**src/hw/rtl/cpbf_pkg.sv**
```systemverilog
package cpbf_pkg;

  // Fixed widths of the item fields.
  localparam int unsigned FIELD_BITS     = 16;
  localparam int unsigned IDX_BITS       = 8;
  localparam int unsigned DSQ_BITS       = 33;
  localparam int unsigned DFIX_BITS      = 25;
  localparam int unsigned FRAC_BITS      = 8;
  // Width of the all-ones starting value of the best squared distance.
  localparam int unsigned BEST_INIT_BITS = 34;

  // One input item: a point and the end-of-set flag.
  typedef struct packed {
    logic signed [FIELD_BITS-1:0] x;
    logic signed [FIELD_BITS-1:0] y;
    logic                         last;
  } in_item_t;

  // One result item.
  typedef struct packed {
    logic [IDX_BITS-1:0]  first_index;
    logic [IDX_BITS-1:0]  second_index;
    logic [DSQ_BITS-1:0]  dist_squared;
    logic [DFIX_BITS-1:0] dist_fixed;
    logic                 no_pair;
    logic                 overflow;
  } out_item_t;

  // Commands from the controller to the datapath.
  typedef struct packed {
    logic wr_en;       // store the incoming point
    logic rd_en;       // read one pair of points
    logic sqrt_start;  // start the square root of the best distance
    logic load_out;    // load the result register and clear the best pair
    logic no_pair;     // the set holds fewer than two points
    logic ovf;         // points of this set were dropped
  } ctrl_cmd_t;

  // Status from the datapath to the controller.
  typedef struct packed {
    logic pipe_busy;   // pair checks still in flight
    logic sqrt_busy;   // square root still iterating
    logic out_free;    // result register can take a new item this cycle
  } dp_status_t;

endpackage

```
**src/hw/rtl/cpbf_ctrl.sv**
```systemverilog
module cpbf_ctrl import cpbf_pkg::*; #(
  parameter int unsigned MAX_POINTS = 256
) (
  input  logic                          clk_i,
  input  logic                          rst_ni,
  input  logic                          in_valid_i,
  input  logic                          in_last_i,
  output logic                          in_ready_o,
  input  dp_status_t                    status_i,
  output ctrl_cmd_t                     cmd_o,
  output logic [$clog2(MAX_POINTS)-1:0] wr_addr_o,
  output logic [$clog2(MAX_POINTS)-1:0] rd_addr_a_o,
  output logic [$clog2(MAX_POINTS)-1:0] rd_addr_b_o
);

  localparam int unsigned AW = $clog2(MAX_POINTS);
  localparam int unsigned CW = $clog2(MAX_POINTS + 1);
  localparam logic [CW-1:0] CAP = CW'(MAX_POINTS);

  typedef enum logic [2:0] {
    ST_LOAD,
    ST_START,
    ST_SEARCH,
    ST_DRAIN,
    ST_ROOT,
    ST_FINISH
  } state_e;

  state_e        state_q, state_d;
  logic [CW-1:0] count_q, count_d;
  logic          ovf_q, ovf_d;
  logic [AW-1:0] pi_q, pi_d;
  logic [AW-1:0] pj_q, pj_d;

  logic          accept;
  logic          has_room;
  logic          few_points;
  logic [CW-1:0] last_idx;
  logic          row_end;
  logic          final_pair;

  assign accept     = in_valid_i && (state_q == ST_LOAD);
  assign has_room   = (count_q < CAP);
  assign few_points = (count_q < CW'(2));
  assign last_idx   = count_q - CW'(1);
  assign row_end    = (CW'(pj_q) == last_idx);
  assign final_pair = row_end && ((CW'(pi_q) + CW'(2)) == count_q);

  // Next state and commands.
  always_comb begin
    state_d = state_q;
    count_d = count_q;
    ovf_d   = ovf_q;
    pi_d    = pi_q;
    pj_d    = pj_q;
    cmd_o   = '0;
    cmd_o.no_pair = few_points;
    cmd_o.ovf     = ovf_q;

    case (state_q)
      ST_LOAD: begin
        if (accept) begin
          if (has_room) begin
            cmd_o.wr_en = 1'b1;
            count_d     = count_q + CW'(1);
          end else begin
            ovf_d = 1'b1;
          end
          if (in_last_i) begin
            state_d = ST_START;
          end
        end
      end
      ST_START: begin
        pi_d = '0;
        pj_d = AW'(1);
        state_d = few_points ? ST_FINISH : ST_SEARCH;
      end
      // One pair per cycle, first index outer, second index inner.
      ST_SEARCH: begin
        cmd_o.rd_en = 1'b1;
        if (final_pair) begin
          state_d = ST_DRAIN;
        end else if (row_end) begin
          pi_d = pi_q + AW'(1);
          pj_d = pi_q + AW'(2);
        end else begin
          pj_d = pj_q + AW'(1);
        end
      end
      ST_DRAIN: begin
        if (!status_i.pipe_busy) begin
          cmd_o.sqrt_start = 1'b1;
          state_d = ST_ROOT;
        end
      end
      ST_ROOT: begin
        if (!status_i.sqrt_busy) begin
          state_d = ST_FINISH;
        end
      end
      // Hand the result over and return to an empty set.
      ST_FINISH: begin
        if (status_i.out_free) begin
          cmd_o.load_out = 1'b1;
          count_d = '0;
          ovf_d   = 1'b0;
          state_d = ST_LOAD;
        end
      end
      default: begin
        state_d = ST_LOAD;
      end
    endcase
  end

  // State and counters.
  always_ff @(posedge clk_i or negedge rst_ni) begin
    if (!rst_ni) begin
      state_q <= ST_LOAD;
      count_q <= '0;
      ovf_q   <= 1'b0;
      pi_q    <= '0;
      pj_q    <= '0;
    end else begin
      state_q <= state_d;
      count_q <= count_d;
      ovf_q   <= ovf_d;
      pi_q    <= pi_d;
      pj_q    <= pj_d;
    end
  end

  assign in_ready_o  = (state_q == ST_LOAD);
  assign wr_addr_o   = count_q[AW-1:0];
  assign rd_addr_a_o = pi_q;
  assign rd_addr_b_o = pj_q;

endmodule

```
**config.mk**
```make
export PLATFORM = sky130hd
export DESIGN_NAME = cpbf_ctrl
export DESIGN_NICKNAME = d
export VERILOG_FILES = /design/src/hw/rtl/cpbf_pkg.sv /design/src/hw/rtl/cpbf_ctrl.sv
export SDC_FILE = /design/constraint.sdc
export NUM_CORES = 1
export LEC_CHECK = 0
export BUFFER_PORTS_ARGS = -buffer_cell sky130_fd_sc_hd__clkbuf_2
export CAP_MARGIN = 10
export CORE_ASPECT_RATIO = 1.4
export CORE_MARGIN = 4
export CORE_UTILIZATION = 48
export CTS_CLUSTER_DIAMETER = 100
export DETAILED_ROUTE_END_ITERATION = 7
export PLACE_DENSITY = 0.72
export SETUP_SLACK_MARGIN = 0.05
export SYNTH_ARGS = -nofsm -noshare
export SYNTH_HDL_FRONTEND = slang
export SYNTH_SLANG_ARGS = --single-unit
```
**constraint.sdc**
```tcl
create_clock -name clk_i -period 2.85 [get_ports clk_i]
set_clock_uncertainty 0.15 [all_clocks]
set_input_delay 0.1425 -clock clk_i [delete_from_list [all_inputs] [get_ports clk_i]]
set_output_delay 0.1425 -clock clk_i [all_outputs]
set_load 0.005 [all_outputs]
```
Yosys cells after proc, flatten, opt, wreduce, memory -nomap -nowiden
Cells that the tools add are included.

storage, ports and cells
  flip-flop bits (word level) = 29
  input bits = 7
  output and inout port bits = 31

cells by class
  $add $sub $neg = 6
  magnitude comparators = 2
  eq/ne operators = 17
  muxes and demuxes = 30
  reductions and logical operators = 10

operators with widths
  cell                                                                           number
  8-bit 2-to-1 mux                                                               4
  8-bit case mux with 2 select lines                                             2
  9-bit 2-to-1 mux                                                               3
  3-bit 2-to-1 mux                                                               7
  3-bit case mux with 6 select lines                                             1
  9-bit case mux with 2 select lines                                             1
  8-bit by 1-bit adder with 8-bit output (second input constant)                 2
  2-bit != test (second input constant)                                          8
  1-bit 2-to-1 mux                                                               11
  8-bit by 2-bit adder with 9-bit output (second input constant)                 1
  9-bit by 1-bit adder with 9-bit output (second input constant)                 1
  8-bit by 9-bit == test with 1-bit output                                       1
  9-bit == test                                                                  1
  9-bit by 2-bit less-than comparator with 1-bit output (second input constant)  1
  9-bit less-than comparator (second input constant)                             1
  9-bit by 1-bit subtractor with 9-bit output (second input constant)            1
  8-bit by 2-bit adder with 8-bit output (second input constant)                 1
  4-bit AND reduction                                                            2
  3-bit by 2-bit == test with 1-bit output (second input constant)               2
  3-bit == test (second input constant)                                          2
  6-bit AND reduction                                                            1
  2-bit by 1-bit != test with 1-bit output (second input constant)               2
  2-bit nonzero test                                                             2
  3-bit by 1-bit == test with 1-bit output (second input constant)               1
  other kinds (5)                                                                6

Longest topological paths before layout
  depth after elaboration = 5
  gate-level depth with buffers = 12
  depth with buffers taken out = 9

Worst setup path after synthesis
Ideal clock, no wire load.

  kind = register -> register
  from = register count_q[0]
  to = register pj_q[1], in the netlist rd_addr_b_o[1]
  library setup time = 0.125 ns
  arrival = 2.785 ns
  data required time = 2.575 ns
  setup slack = -0.210 ns
  cell stages (with the launch flop) = 13
  period minus slack after synthesis = 3.060 ns
  path through = dfrtp_1 -> buf_2 -> inv_1 -> ha_1 -> buf_6 -> o21ba_1 -> a221o_1 -> a2111oi_4 -> o31a_1 -> and4bb_2 -> or2_1 -> buf_2 -> mux2_2

on the way
  cells in the longest elaborated chain, start to end = 5

RTL lines
  item                                                                       RTL line                          RTL
  start, declared                                                            cpbf_ctrl.sv:30                   logic [CW-1:0] count_q, count_d;
  start signal, assigned                                                     cpbf_ctrl.sv:127                  count_q <= count_d;
  9-bit by 1-bit subtractor with 9-bit output                                cpbf_ctrl.sv:45                   assign last_idx = count_q - CW'(1);
  8-bit by 9-bit == test with 1-bit output                                   cpbf_ctrl.sv:46                   assign row_end = (CW'(pj_q) == last_idx);
  8-bit 2-to-1 mux or 1-bit logical AND (tied branches)                      cpbf_ctrl.sv:84, cpbf_ctrl.sv:47
  8-bit 2-to-1 mux or 2-bit != test (tied branches)                          --
  8-bit case mux with 2 select lines or 2-bit AND reduction (tied branches)  --
  end signal, assigned                                                       cpbf_ctrl.sv:130                  pj_q <= pj_d;
  end, declared                                                              cpbf_ctrl.sv:33                   logic [AW-1:0] pj_q, pj_d;

Several ways; a longest one is shown, not always the timed one. The select of a mux whose other input is x is not followed.
A chain may end at the register's enable or synchronous reset.

Worst setup path in the final report
  from = register count_q[1]
  to = register pi_q[3], in the netlist rd_addr_a_o[3]

on the way
  cells in the longest elaborated chain, start to end = 5

RTL lines
  item                                         RTL line          RTL
  9-bit by 1-bit subtractor with 9-bit output  cpbf_ctrl.sv:45
  8-bit by 9-bit == test with 1-bit output     cpbf_ctrl.sv:46
  1-bit logical AND                            cpbf_ctrl.sv:47   assign final_pair = row_end && ((CW'(pi_q) + CW'(2)) == count_q);
  2-bit != test (no line)                      --
  3-bit AND reduction (no line) *              --
  end signal, assigned                         cpbf_ctrl.sv:129  pi_q <= pi_d;
  end, declared                                cpbf_ctrl.sv:32   logic [AW-1:0] pi_q, pi_d;

Every way passes the cells marked *; elsewhere a longest branch is shown, timed or not.

==> results.sh <==
export IMPL_status="finished, final reports clean"
export IMPL_post_dp_hpwl_mm=4.89
export IMPL_port_buffers=37
export IMPL_grt_setup_unrepaired="true"
export IMPL_antenna_found_initial=0
export IMPL_ys_ff_latch=29
export IMPL_ant_nets=0
export IMPL_gp_congestion=0.912
export IMPL_htree_levels=2
export IMPL_placed_cells_incl_taps=390
export IMPL_initial_utilization_pct=50.3
export IMPL_start_kind="flop"
export IMPL_path_class="reg -> reg"
export IMPL_fill_cells=434
export IMPL_dpl_instance_area_mm2=0.00279
export IMPL_pre_cts_ws_ns=-0.0209
export IMPL_yosys_warnings=0
export IMPL_max_freq_mhz=359
export IMPL_nets=351
export IMPL_power_density_mw_per_mm2=785
export IMPL_drt_total_wl_mm=6.92
export IMPL_track_usage_pct=21.6
export IMPL_cts_sinks=29
export IMPL_drv_cap=0
export IMPL_cts_buffer_depth=2
export IMPL_synth_async_sr_flop_share_pct=100
export IMPL_die_height_um=93.2
export IMPL_grt_overflow=0
export IMPL_setup_viol_count_final=0
export IMPL_leakagePower_uw=0.00138
export IMPL_synthCells=294
export IMPL_tns_ns=0
export IMPL_setup_ws_ns=0.0656
export IMPL_grt_pass1_wl_mm=10.5
export IMPL_rows=30
export IMPL_vias=2383
export IMPL_worst_path_max_fanout=6
export IMPL_finalHoldViolCount=0
export IMPL_drive_above_1_share_pct=32.9
export IMPL_synth_most_common_cell="dfrtp_1"
export IMPL_hold_path_class="in -> reg"
export IMPL_grt_pass1_vias=2278
export IMPL_first_pass_iters=4
export IMPL_ys_types=56
export IMPL_ir_worst_vdd_mv=0.369
export IMPL_clk_pin_slew_ns=0.07
export IMPL_synth_area_leaders="dfrtp_1 (29%), xnor2_1 (5.3%), xor2_1 (4.9%)"
export IMPL_syn_avg_cell_area_um2=8.47
export IMPL_drcViolationCount=0
export IMPL_wl_per_cell_um=17.1
export IMPL_fin_util_pct=62.3
export IMPL_dieArea_mm2=0.00642
export IMPL_endpoint_kind="flop"
export IMPL_synth_edf_count=0
export IMPL_ys_seq_area_share_pct=29.1
export IMPL_synth_ff_type="dfrtp_1"
export IMPL_slew_headroom_pct=46.1
export IMPL_via_per_inst=5.90
export IMPL_drt_iter0_drc=162
export IMPL_syn_to_final_growth_pct=23.9
export IMPL_cts_root_buffer="clkbuf_8"
export IMPL_synth_top_cell_area_share_pct=29.1
export IMPL_die_w_um=68.9
export IMPL_worstSkewPairLatency_ns=0.29
export IMPL_final_cell_area_mm2=0.00309
export IMPL_required_ns=2.93
export IMPL_yosysTopAreaCell="dfrtp_1"
export IMPL_insertedDiodeCount=0
export IMPL_synthesis_area_mm2=0.00249
export IMPL_cts_inserted_buffers=5
export IMPL_period_needed_ns=2.78
export IMPL_syn_nets=306
export IMPL_grt_start_max_net_pins=30
export IMPL_fp_coreArea_mm2=0.00495
export IMPL_slew_viol_final=0
export IMPL_worst_ep_arrival_time_ns=2.86
export IMPL_netlist_top_cells_count="dfrtp_1 (29), nor2_1 (24), nand2_1 (19), a21oi_1 (17), nand3_1 (16)"
export IMPL_worst_pin_slew_ns=0.809
export IMPL_finalCritPeriodShare_pct=97.7
export IMPL_tritoncts="yes"
export IMPL_io_pins=38
export IMPL_stdcell_count=404
==> cells in the final DEF (no fill, tap or decap), drive strengths merged, types with 4 or more instances in the layout <==
master and n:
a211oi 5, a21oi 17, and3 7, buf 33, clkbuf 44, dfrtp 29, ha 5, inv 12
mux2i 4, nand2 19, nand2b 8, nand3 16, nand4 4, nor2 24, nor3 8, o21ai 8
o31ai 6, or3 5, or4 5, xnor2 15, xor2 14
==> path summary, 6_finish.rpt <==
| kind | slack (ns) | to | startpoint | cells after the start |
|---|---|---|---|---|
| worst max register to register | 0.07 | rd_addr_a_o[3] | count_q[1] | 9 |
| worst max-delay path | 0.07 | rd_addr_a_o[3] | count_q[1] | 9 |
| min in group asynchronous | 0.32 | rd_addr_b_o[2] | rst_ni | 2 |
| max in group asynchronous | 1.68 | count_q[2] | rst_ni | 2 |
| worst min register to register | 0.40 | ovf_q | ovf_q | 2 |
| worst min-delay path | 0.03 | ovf_q | status_i[0] | 4 |
==> where the power goes <==
part           total, uW  internal (uW)  switching, uW
combinational       1350            613            740
clock                457            285            172
sequential           612            478            134
total               2420           1380           1050
==> sequential cells by signal (all words and copies together), names as in the netlist <==
name	count
state_q	3
rd_addr_b_o	8
count_q	9
ovf_q	1
rd_addr_a_o	8
==> final cells by class <==
cell class                 instances  area (um2)  share of cell area (%)
sequential                        29         728                    23.6
clock inverter                     1        30.0                   0.973
clock buffer                       7        86.3                    2.80
tap                               64        80.1                    2.60
inverter                          12        45.0                    1.46
timing repair buffer              71         447                    14.5
multi-input combinational        220        1670                    54.1
==> worst max-delay path: stages (launching register included) <==
cell and delay [ns]:
dfrtp_1 0.38, inv_2 0.08, ha_4 0.16, nand3_1 0.08, a221o_1 0.39, a2111oi_4 0.32
a21boi_4 0.34, o2111ai_4 0.21, or4_4 0.46, a21oi_2 0.14
==> logic make-up after synthesis <==
logic type	count (synthesis)	synth area share (%)
simple gates	115	25.3
compound gates	64	19.9
buf+inv	46	10.1
xor+xnor	30	11.1
flops	29	29.1
mux	5	2.06
fa+ha+maj	5	2.51
==> metrics by stage <==
| stage | hold WS, ns | power, uW |
|---|---|---|
| finish | 0.0330 | 2420 |
| global route | 0.0791 | 2580 |
| CTS | 0.0287 | 2330 |
| detailed placement | 0.109 | 1860 |
| global placement | 0.106 | 1840 |
| floorplan | -0.303 | 1560 |
==> per-layer routing <==
metal / GRT usage [%] / wire (um)
met2: 38.4 / 3740
met1: 24.4 / 2640
met5: 0 / 0
met4: 8.78 / 223
met3: 3.97 / 321
==> repair_timing <==
item / 4_1_cts / 5_1_grt
endpoints found under the setup margin: 6 / 15
setup buffers: 2 / 2
gates cloned: 0 / 1
resized for setup: 1 / 25
pin swaps: 0 / 9
hold endpoints to repair: 29 / 0
hold buffers: 1 / 0
(Power assumes the default switching activity.)
